--- src/hdl/iqm_pkg.sv ---
`default_nettype none

package iqm_pkg;

    // oscillator table
    localparam int TABLE_DEPTH = 4096;
    localparam int TBL_AW      = $clog2(TABLE_DEPTH);
    localparam int LEN_W       = TBL_AW + 1;

    // configuration registers
    localparam int          TL_W     = 13;
    localparam logic [12:0] TL_RESET = 13'd4096;
    localparam int          APB_AW   = 3;

    localparam logic REG_TABLE_LENGTH = 1'b0;
    localparam logic REG_REVERSE_LO   = 1'b1;

    // command carried in tuser
    localparam logic CMD_MIX      = 1'b0;
    localparam logic CMD_TABLE_WR = 1'b1;

    // field layout of the input tdata
    localparam int ADDR_W    = 12;
    localparam int SMP_W     = 16;
    localparam int OFS_ADDR  = 0;
    localparam int OFS_SINE  = OFS_ADDR + ADDR_W;
    localparam int OFS_COS   = OFS_SINE + SMP_W;
    localparam int OFS_SI    = OFS_COS + SMP_W;
    localparam int OFS_SQ    = OFS_SI + SMP_W;
    localparam int IN_DATA_W = 80;

    localparam int OUT_DATA_W = 2 * SMP_W;
    localparam int FRAC_BITS  = 15;

    // queue between front and back
    localparam int QUEUE_DEPTH = 4;
    localparam int QPTR_W      = $clog2(QUEUE_DEPTH);
    localparam int QCNT_W      = $clog2(QUEUE_DEPTH + 1);

    typedef struct packed {
        logic signed [SMP_W-1:0] sine;
        logic signed [SMP_W-1:0] cosine;
        logic signed [SMP_W-1:0] si;
        logic signed [SMP_W-1:0] sq;
        logic                    last;
    } t_mix_item;

    typedef struct packed {
        logic        valid;
        t_mix_item   item;
    } t_push;

endpackage

`default_nettype wire

--- src/hdl/iqm_queue.sv ---
`default_nettype none

module iqm_queue import iqm_pkg::*; (
    input  wire logic               i_clk,
    input  wire logic               i_rst_n,
    input  wire t_push              i_push,
    input  wire logic               i_pop,
    output logic                    o_valid,
    output t_mix_item               o_item,
    output logic [QCNT_W-1:0]       o_count
);

    t_mix_item         r_mem [QUEUE_DEPTH];
    logic [QPTR_W-1:0] r_wr_ptr;
    logic [QPTR_W-1:0] r_rd_ptr;
    logic [QCNT_W-1:0] r_count;

    always_ff @(posedge i_clk) begin
        if (!i_rst_n) begin
            r_wr_ptr <= '0;
            r_rd_ptr <= '0;
            r_count  <= '0;
        end else begin
            if (i_push.valid) begin
                r_wr_ptr <= (32'(r_wr_ptr) == QUEUE_DEPTH - 1) ? '0 : r_wr_ptr + QPTR_W'(1);
            end
            if (i_pop) begin
                r_rd_ptr <= (32'(r_rd_ptr) == QUEUE_DEPTH - 1) ? '0 : r_rd_ptr + QPTR_W'(1);
            end
            r_count <= r_count + QCNT_W'(i_push.valid) - QCNT_W'(i_pop);
        end
    end

    always_ff @(posedge i_clk) begin
        if (i_push.valid) begin
            r_mem[r_wr_ptr] <= i_push.item;
        end
    end

    assign o_valid = (r_count != '0);
    assign o_item  = r_mem[r_rd_ptr];
    assign o_count = r_count;

    a_no_overflow: assert property (@(posedge i_clk) disable iff (!i_rst_n)
        i_push.valid |-> (r_count != QCNT_W'(QUEUE_DEPTH) || i_pop))
        else $error("queue overflow");

    a_no_underflow: assert property (@(posedge i_clk) disable iff (!i_rst_n)
        i_pop |-> (r_count != '0))
        else $error("queue underflow");

endmodule

`default_nettype wire

--- config.mk ---
export PLATFORM = sky130hd
export DESIGN_NAME = iqm_queue
export DESIGN_NICKNAME = d
export VERILOG_FILES = /design/src/hdl/iqm_pkg.sv /design/src/hdl/iqm_queue.sv
export SDC_FILE = /design/constraint.sdc
export NUM_CORES = 1
export LEC_CHECK = 0
export BUFFER_PORTS_ARGS = -buffer_cell sky130_fd_sc_hd__buf_2
export CORE_UTILIZATION = 50
export DETAILED_ROUTE_END_ITERATION = 8
export PLACE_DENSITY = 0.83
export SYNTH_ARGS = -nofsm -noshare
export SYNTH_HDL_FRONTEND = slang
export SYNTH_SLANG_ARGS = --single-unit
--- constraint.sdc ---
create_clock -name i_clk -period 2.34 [get_ports i_clk]
set_input_delay 0.351 -clock i_clk [delete_from_list [all_inputs] [get_ports i_clk]]
set_output_delay 0.351 -clock i_clk [all_outputs]
set_load 0.1 [all_outputs]
==> results by group <==
Place
  – Input/output buffers: 137
  – Post-DP Area: approximately 11000 sq um
  – Detailed-placement wirelength estimate: around 11000 um
  – GPL Wtd Cong: around 0.72
  – Pre-CTS setup slack: around 410 ps

STA
  – Headroom to the max-slew limit: around three fifths
  – Endpoints failing hold: 0
  – RSZ-0062 raised after global routing: true
  – FMAX: between 0.4 and 0.5 GHz
  – Shortest period the worst path allows: approximately 2300 ps
  – Worst hold slack: around 52 ps
  – Tcrit/Tclk final: around 100%
  – Slew Viols, Final: 0
  – Worst Tran Pin Value: a little under 600 ps
  – Final setup fails: 0
  – Setup Skew: roughly 6.5 ps
  – Setup_tns: 0 ps
  – Post-layout worst setup margin: 20.5 ps

Logic synthesis
  – Dominant cells by area after synthesis: edfxtp_1, mux4_2, dfxtp_1
  – Gate Count Post-Synth: 381
  – Post-Syn Nets: 458
  – Cell Area, Synth: roughly 9900 sq um
  – Flops & latches, synth: 269
  – Synth warn: 0
  – Fraction of registers with async set/reset: 0%
  – Avg Cell Area, Syn: 25.9 sq um
  – Most common library cells after synthesis: edfxtp_1, mux4_2, dfxtp_1, ha_1
  – Synth cell types: 19
  – Primary FF master, synth: edfxtp_1
  – Synth area leader: edfxtp_1
  – Number of flops mapped to enable cells by yosys: 260
  – Seq/Total Area, Yosys: roughly four fifths
  – Synth top area share: 79.1%
  – Count leader, synth: edfxtp_1

Die
  – Die width: 142 um
  – I/O pin count: roughly 140
  – FP Rows: between 50 and 60
  – Area of the core: slightly below 20000 sq um
  – Die area: 20300 sq um
  – Initial Utilization: about half
  – Die Y: about 140 um

Pwr
  – Pleak: ~4.3 nW
  – Clk pwr share: ~33%
  – Internal power: just under 9 mW
  – IR drop worst, VDD: about 0.94 mV
  – Part of the power in combinational logic: a little over a fifth
  – Switch Pwr: 3.41 mW
  – Reg power frac: a little under half
  – Cell area power density: 964 nW/um^2
  – Pwr Total: around 12 mW
  – Net Sw Frac: roughly 28%

Route
  – Vias per cell: between 5 and 6
  – Routed wire length: 18200 um
  – Wire per inst: around 22 um
  – DRC Markers: 0
  – DRT Pass-1 Iters: 4
  – Post-DRT Antenna Nets: 0
  – DR vias: roughly 4500
  – Iteration-0 DRC Markers: about 200

GRT
  – Initial antenna violation count: 1
  – Tot GR Track Use: a little under a fifth
  – Met3 usage in global routing: between 3 and 4%
  – Met1 usage: about a quarter
  – Largest net degree at the start of global routing: 39
  – M2 GR Usage: 31.8%
  – Vias in the first global route: slightly below 5000
  – Global-route wire length before repair: 27400 um
  – Busiest grt layer: met2
  – Total gr overflow: 0

Worst setup path
  – CP Buf/Inv Count: 2
  – Critical-path top delay cell: mux4_2
  – Critical path type: reg2out
  – CP Capture Point: o_item[2]
  – R2r startpoint: o_count[0]
  – Reg2reg setup slack: 700 ps
  – R2R depth: 8
  – Critical Path RT: between 1500 and 2000 ps
  – Worst-path maximum fanout: 9
  – CP delay by family, top: multiplexers
  – CP Capture Type: output pin
  – Critical path launch point type: register
  – FF-to-FF End: o_count[2]
  – Max incr delay on CP: roughly 540 ps
  – CP Cell Sequence: bufbuf_16 -> mux4_2 -> buf_6
  – Levels on crit path: 3
  – Arrival @ worst endpoint: 1970 ps

Clock tree
  – CTS clk-pin slew, worst paths: 60 ps
  – TritonCTS clock tree: done
  – CTS Root Cell: clkbuf_16
  – Clock Sinks: 269
  – H-tree depth: 1
  – Cts bufs inserted: 26
  – Clock Tree Buf Depth: 3
  – Skew-Pair Late Insertion Delay: 510 ps

Cells and area
  – # diodes: 0
  – Post-layout nets: roughly 630
  – Fraction of layout cells with a size suffix above 1: a little under half
  – Final instance area: ~13000 sq um
  – Synth-to-Final Area Change: 27.8%

Flow run
  – Max-cap viol count: 0

Outcome
  – Status: finished, final reports clean

Min path
  – Hold Crit Class: in2reg
## cell usage in the layout (no fill, tap or decap)
master	count
and2_1	1
dfxtp_4	2
nand2b_1	2
dfxtp_1	7
bufbuf_16	1
ha_1	7
buf_4	9
clkbuf_16	29
or3_1	1
or3b_2	2
buf_16	4
xnor3_1	1
clkbuf_1	8
clkinv_2	4
nor2_1	4
buf_2	72
edfxtp_1	260
mux2i_1	2
and2_4	4
bufinv_16	3
inv_1	6
clkinv_1	5
buf_6	31
a21oi_1	2
mux4_2	65
fa_1	1
buf_12	37
## final cells by class
| type | instances | area, sq um |
|---|---|---|
| Multi-Input combinational cell | 92 | 1720 |
| Inverter | 6 | 22.5 |
| Sequential cell | 269 | 8000 |
| Clock buffer | 35 | 706 |
| Clock inverter | 12 | 129 |
| Timing Repair Buffer | 156 | 1710 |
| Fill cell | 1261 | 6790 |
| Tap cell | 265 | 332 |
## stage by stage
stage / utilization [%] / instances
global placement: 58.7 / 781
finish: 65.0 / 835
CTS: 64.6 / 833
floorplan: - / 381
global route: 65.0 / 835
detailed placement: 58.7 / 781
## repair_timing
action                                 4_1_cts  5_1_grt
endpoints found under the hold margin        0        0
gates cloned                                 3        2
hold buffers                                 0        0
setup buffers                                2        0
resized for setup                           66        7
setup endpoints to repair                   38       51
## state kept, by name, summed over array words and instances (netlist names), named ones only
signal,count
r_rd_ptr,2
r_mem,260
r_wr_ptr,2
o_count,3
## power by group through the flow
stage / logic (mW) / registers, mW / clock network (mW)
after floorplan: 1.65 / 5.77 / 0
after global placement: 2.37 / 5.65 / 0
after detailed placement: 2.40 / 5.67 / 0
after CTS: 2.55 / 5.57 / 4.11
after global routing: 2.65 / 5.58 / 4.28
final: 2.57 / 5.57 / 4.02
## kinds of logic after synthesis
group	Yosys count	share of synthesized area [%]
flip-flops	269	80.9
AND/OR/NAND/NOR	14	0.837
buffers and inverters	20	1.77
XOR/XNOR	1	0.228
multiplexers	67	15.0
AO/OA/AOI/OAI	2	0.101
adder cells (fa/ha/maj)	8	1.09
## worst min path at each step
stage / to / from / slack, ps / depth (start not counted)
3_5_place_dp: register / r_rd_ptr[0] / 510 / 2
4_1_cts: r_mem[3][59] / i_push[59] / 30 / 1
5_1_grt: r_mem[1][28] / i_push[28] / 30 / 1
2_1_floorplan: r_mem[0][0] / i_push[0] / 450 / 0
3_3_place_gp: register / r_rd_ptr[0] / 490 / 2
6_report: r_mem[0][11] / i_push[11] / 50 / 1
## layer usage
metal  part of all wire (%)  wire (um)
met2                     52       9450
met1                     41       7460
met3                    5.6       1020
met4                    1.4        247
met5                      0          0
(Power assumes the default switching activity.)
