===== config.mk =====
export PLATFORM = sky130hd
export DESIGN_NAME = iqm_back
export DESIGN_NICKNAME = d
export VERILOG_FILES = /design/src/hdl/iqm_pkg.sv /design/src/hdl/iqm_back.sv
export SDC_FILE = /design/constraint.sdc
export NUM_CORES = 2
export LEC_CHECK = 0
export ABC_AREA = 0
export BUFFER_PORTS_ARGS = -buffer_cell sky130_fd_sc_hd__clkbuf_2
export CELL_PAD_IN_SITES_DETAIL_PLACEMENT = 0
export CELL_PAD_IN_SITES_GLOBAL_PLACEMENT = 1
export CORE_MARGIN = 2
export CORE_UTILIZATION = 45
export CTS_CLUSTER_SIZE = 40
export DETAILED_ROUTE_END_ITERATION = 8
export PLACE_DENSITY_LB_ADDON = 0.1
export SLEW_MARGIN = 30
export SYNTH_ARGS = -nofsm -noshare
export SYNTH_HDL_FRONTEND = slang
export SYNTH_SLANG_ARGS = --single-unit

===== constraint.sdc =====
create_clock -name i_clk -period 17.6 [get_ports i_clk]
set_clock_uncertainty 0.05 [all_clocks]
set_input_delay 3.52 -clock i_clk [delete_from_list [all_inputs] [get_ports i_clk]]
set_output_delay 3.52 -clock i_clk [all_outputs]
set_load 0.05 [all_outputs]

===== src/hdl/iqm_pkg.sv =====
`default_nettype none

package iqm_pkg;

    // oscillator table
    localparam int TABLE_DEPTH = 4096;
    localparam int TBL_AW      = $clog2(TABLE_DEPTH);
    localparam int LEN_W       = TBL_AW + 1;

    // configuration registers
    localparam int          TL_W     = 13;
    localparam logic [12:0] TL_RESET = 13'd4096;
    localparam int          APB_AW   = 3;

    localparam logic REG_TABLE_LENGTH = 1'b0;
    localparam logic REG_REVERSE_LO   = 1'b1;

    // command carried in tuser
    localparam logic CMD_MIX      = 1'b0;
    localparam logic CMD_TABLE_WR = 1'b1;

    // field layout of the input tdata
    localparam int ADDR_W    = 12;
    localparam int SMP_W     = 16;
    localparam int OFS_ADDR  = 0;
    localparam int OFS_SINE  = OFS_ADDR + ADDR_W;
    localparam int OFS_COS   = OFS_SINE + SMP_W;
    localparam int OFS_SI    = OFS_COS + SMP_W;
    localparam int OFS_SQ    = OFS_SI + SMP_W;
    localparam int IN_DATA_W = 80;

    localparam int OUT_DATA_W = 2 * SMP_W;
    localparam int FRAC_BITS  = 15;

    // queue between front and back
    localparam int QUEUE_DEPTH = 4;
    localparam int QPTR_W      = $clog2(QUEUE_DEPTH);
    localparam int QCNT_W      = $clog2(QUEUE_DEPTH + 1);

    typedef struct packed {
        logic signed [SMP_W-1:0] sine;
        logic signed [SMP_W-1:0] cosine;
        logic signed [SMP_W-1:0] si;
        logic signed [SMP_W-1:0] sq;
        logic                    last;
    } t_mix_item;

    typedef struct packed {
        logic        valid;
        t_mix_item   item;
    } t_push;

endpackage

`default_nettype wire


===== src/hdl/iqm_back.sv =====
`default_nettype none

module iqm_back import iqm_pkg::*; (
    input  wire logic                  i_clk,
    input  wire logic                  i_rst_n,
    input  wire logic                  i_q_valid,
    input  wire t_mix_item             i_q_item,
    output logic                       o_q_pop,
    input  wire logic                  i_rev,
    output logic                       m_axis_tvalid,
    input  wire logic                  m_axis_tready,
    output logic [OUT_DATA_W-1:0]      m_axis_tdata,
    output logic                       m_axis_tlast
);

    localparam logic signed [32:0] SAT_MAX = 33'sh0_3FFF_FFFF;
    localparam logic signed [32:0] SAT_MIN = 33'sh1_C000_0000;

    function automatic logic [SMP_W-1:0] sat_shift(input logic signed [32:0] v);
        logic signed [32:0] c;
        if (v > SAT_MAX) begin
            c = SAT_MAX;
        end else if (v < SAT_MIN) begin
            c = SAT_MIN;
        end else begin
            c = v;
        end
        return c[FRAC_BITS+SMP_W-1:FRAC_BITS];
    endfunction

    logic                    out_move;
    logic                    s1_move;
    logic signed [SMP_W-1:0] lo_i;
    logic signed [SMP_W-1:0] lo_q;
    logic signed [32:0]      sum_i;
    logic signed [32:0]      sum_q;

    logic                    r_s1_valid;
    logic signed [31:0]      r_p_qi;
    logic signed [31:0]      r_p_iq;
    logic signed [31:0]      r_p_qq;
    logic signed [31:0]      r_p_ii;
    logic                    r_s1_last;
    logic                    r_out_valid;
    logic [SMP_W-1:0]        r_out_i;
    logic [SMP_W-1:0]        r_out_q;
    logic                    r_out_last;

    assign out_move = !r_out_valid || m_axis_tready;
    assign s1_move  = !r_s1_valid || out_move;
    assign o_q_pop  = i_q_valid && s1_move;

    assign lo_i = i_rev ? i_q_item.sine : i_q_item.cosine;
    assign lo_q = i_rev ? i_q_item.cosine : i_q_item.sine;

    assign sum_i = 33'(r_p_qi) + 33'(r_p_iq);
    assign sum_q = 33'(r_p_qq) - 33'(r_p_ii);

    always_ff @(posedge i_clk) begin
        if (!i_rst_n) begin
            r_s1_valid  <= 1'b0;
            r_out_valid <= 1'b0;
        end else begin
            if (s1_move) begin
                r_s1_valid <= i_q_valid;
            end
            if (out_move) begin
                r_out_valid <= r_s1_valid;
            end
        end
    end

    always_ff @(posedge i_clk) begin
        if (o_q_pop) begin
            r_p_qi    <= i_q_item.sq * lo_i;
            r_p_iq    <= i_q_item.si * lo_q;
            r_p_qq    <= i_q_item.sq * lo_q;
            r_p_ii    <= i_q_item.si * lo_i;
            r_s1_last <= i_q_item.last;
        end
        if (out_move && r_s1_valid) begin
            r_out_i    <= sat_shift(sum_i);
            r_out_q    <= sat_shift(sum_q);
            r_out_last <= r_s1_last;
        end
    end

    assign m_axis_tvalid = r_out_valid;
    assign m_axis_tdata  = {r_out_q, r_out_i};
    assign m_axis_tlast  = r_out_last;

    a_pop_fills_s1: assert property (@(posedge i_clk) disable iff (!i_rst_n)
        o_q_pop |=> r_s1_valid)
        else $error("popped item lost before product stage");

endmodule

`default_nettype wire


==> impl_metrics.tcl <==
set metrics [dict create \
    status "completed" \
    gp_congestion 0.8246 \
    dr_total_vias 32560 \
    syn_nets 6524 \
    fin_nets 6479 \
    die-width_microns 329.9 \
    crit_end "r_p_qi[31]$_DFFE_PP_" \
    postCtsHoldBufs 0 \
    drc 0 \
    wl_microns 124900 \
    worstMarginPinSlew_ns 1.039 \
    start_util_pct 45.39 \
    vias_per_cell 5.109 \
    fp-row-count 119 \
    dp_cells 6338 \
    arrival_ns 11.52 \
    worstSkewPairLatency_ns 0.51 \
    required_ns 17.83 \
    path_common_cell "fa_1" \
    grt-ovfl-total 0 \
    netlist_area_sq_mm 0.04778 \
    wl_per_cell_microns 19.59 \
    port_buffers 104 \
    first_global_vias 35940 \
    postSynthCellCount 5012 \
    synthFlopType "edfxtp_1" \
    rsz0062_at_grt "no" \
    min_period_ns 11.29 \
    ys_seq_elements 164 \
    yosysSeqAreaShare_pct 10.26 \
    final_core_util_pct 47.75 \
    n_fill_cell 10170 \
    whs_ns 0.3833 \
    critPathLaunch "i_rev" \
    ys_top_cells_by_area "fa_1 (44%), ha_1 (10%), edfxtp_1 (10%), inv_1 (9.7%), and2_1 (5.8%)" \
    fin_crit_sh_pct 64.16 \
    synth_top_area_cell "fa_1" \
    grtUsageTotal_pct 24.60 \
    dieArea_sq_mm 0.1088 \
    grt_pass1_wl_microns 203800 \
    drtPass1Iterations 5 \
    cts_tree "done" \
    slew_headroom_pct 30.72 \
    fin_cells 6373 \
    cts_resized 0 \
    cts_sinks 164 \
    drt-initial-drc-count 1569 \
    setup.worst_path.start_class "input port" \
    setup_viol 0 \
    area_delta_synth_final_pct 5.193 \
    cts_setup_buffers 0 \
    setup_tns_ns 0 \
    hpwlAfterDp_microns 98320 \
    maxSlewViolCount 0 \
    cap_violations 0 \
    cts.htree.levels 4 \
    slowest_delay_ns 0.91 \
    clk_pin_slew_ns 0.07 \
    clk_path_buf_depth 2 \
    r2r_end "r_out_i[0]$_SDFFCE_PN1P_" \
    reg2reg_depth 12 \
    multi_input_area_sq_mm 0.03749 \
    synth_cell_types 82 \
    seq_area_sq_mm 0.004905 \
    synth.cells.most_frequent "inv_1 (1240), fa_1 (1050), nand2_1 (521)" \
    die_h_microns 329.9 \
    syn_avg_cell_area_sq_um 9.534 \
    synth.most_common_cell "inv_1" \
    final-hold-violation-count 0 \
    grt_max_degree 65 \
    critPathMaxFanout 34 \
    worstHoldPathType "register to register" \
    setup.worst_path.class "input port to register" \
    reg2reg_slack_ns 13.25 \
    fmax_ghz 0.08856 \
    path_cells "clkbuf_2 > buf_4 > mux2_2 > nand2_1 > inv_1 > fa_1 > fa_1 > fa_1 > fa_1 > fa_1 > inv_1 > fa_1 > inv_1 > ha_1 > nand4_1 > nor3_1 > or4b_1 > a31oi_1 > o31ai_1 > mux2i_1 > a2111oi_0" \
    ant_nets 0 \
    ctsRootBufferMaster "clkbuf_16" \
    timing.rr.start "r_p_qi[0]$_DFFE_PP_" \
    ios 105 \
    cts_buffers 17 \
    ys_warn_count 0 \
    synth_top_area_share_pct 43.99 \
    async_reset_ff_share_pct 0 \
    layout-drive-gt1-share_pct 4.961 \
    cp_slowest_cell "fa_1" \
    synth_edf_count 162 \
    antenna_found_initial 6 \
    setup.worst_path.end_class "register" \
    core_sq_mm 0.1053 \
]
==> state kept, by name, summed over array words and instances (netlist names) <==
| name | flops |
|---|---|
| r_p_ii | 32 |
| r_p_iq | 32 |
| r_p_qi | 32 |
| r_p_qq | 32 |
| r_out_i | 16 |
| r_out_q | 16 |
| m_axis_tlast | 1 |
| m_axis_tvalid | 1 |
| r_s1_last | 1 |
| r_s1_valid | 1 |
==> how the worst min path moves through the flow <==
stage | slack (ns) | from | endpoint | cells after the start
final | 0.38 | r_s1_last$_DFFE_PP_ | m_axis_tlast$_DFFE_PP_ | 0
after global routing | 0.40 | r_s1_last$_DFFE_PP_ | m_axis_tlast$_DFFE_PP_ | 0
after CTS | 0.39 | r_s1_last$_DFFE_PP_ | m_axis_tlast$_DFFE_PP_ | 0
after detailed placement | 0.37 | r_s1_last$_DFFE_PP_ | m_axis_tlast$_DFFE_PP_ | 0
after global placement | 0.35 | r_s1_last$_DFFE_PP_ | m_axis_tlast$_DFFE_PP_ | 0
after floorplan | 0.35 | r_s1_last$_DFFE_PP_ | m_axis_tlast$_DFFE_PP_ | 0
==> cell families (layout without fill, tap and decap cells) <==
family	after synthesis	in the layout	share of synthesized area, %
AO/OA/AOI/OAI	452	452	6.541
XOR/XNOR	169	169	3.098
adder cells (fa/ha/maj)	1442	1442	54.26
buffers and inverters	1449	1416	11.42
flip-flops	164	164	10.26
multiplexers	40	40	0.9217
other	0	3	0
AND/OR/NAND/NOR	1296	1296	13.50
==> routing by layer <==
metal / GRT usage [%] / vias up / routed length [microns]
met4: 3.814 / 2 / 1486
met3: 2.588 / 75 / 5379
met5: 0 / - / 9
li1: - / 14940 / -
met2: 42.97 / 579 / 62000
met1: 33.71 / 16960 / 55980
==> worst max-delay path: cells and delay by family <==
kind	cells	cell delay (ns)
AO/OA/AOI/OAI	3	0.89
AND/OR/NAND/NOR	4	1.37
multiplexers	2	0.98
adder cells (fa/ha/maj)	7	3.88
buffers and inverters	5	0.84
==> through the flow <==
step | setup WS (ns) | instance area (sq um)
6_report | 6.308 | 50260
5_1_grt | 5.658 | 50260
4_1_cts | 6.321 | 50230
3_5_place_dp | 5.793 | 49630
3_3_place_gp | 5.796 | 49600
2_1_floorplan | 0.06535 | 47780
==> layout make-up <==
cell class,count,share of cell area [%]
Multi-Input combinational cell,3399,74.60
Clock inverter,14,0.3336
Timing Repair Buffer,145,1.728
Sequential cell,164,9.758
Inverter,1240,9.260
Clock buffer,17,0.8464
Tap cell,1391,3.463
Antenna cell,3,0.01494
==> cells in the final DEF (no fill, tap or decap), types with 5 or more instances in the layout <==
cell / netlist / routed
or3_1: 6 / 6
a21o_1: 72 / 72
o211ai_1: 9 / 9
clkbuf_16: 0 / 17
o2111ai_1: 7 / 7
nand2_1: 521 / 521
ha_1: 392 / 392
clkbuf_2: 0 / 104
mux2i_1: 11 / 6
o21bai_1: 29 / 29
a31oi_1: 12 / 12
edfxtp_1: 162 / 162
buf_4: 1 / 39
inv_1: 1240 / 1240
xnor2_1: 135 / 135
nand4_1: 8 / 8
nor3_1: 28 / 28
or2_2: 15 / 15
o31ai_1: 22 / 22
fa_1: 1050 / 1050
a211oi_1: 19 / 19
nor2_1: 118 / 117
mux2_2: 28 / 28
nor4_1: 5 / 5
nand2b_1: 17 / 17
nor2b_1: 75 / 74
xor2_1: 34 / 34
nand3_1: 35 / 35
o21ai_0: 60 / 60
o21a_1: 26 / 26
and3_1: 17 / 17
and2_1: 440 / 440
a211o_1: 10 / 10
a2111oi_0: 6 / 6
a21oi_1: 118 / 118
Power is left out: the tool's default activity adds up to more than one toggle a clock period on the data nets, which glitch-free logic cannot reach.
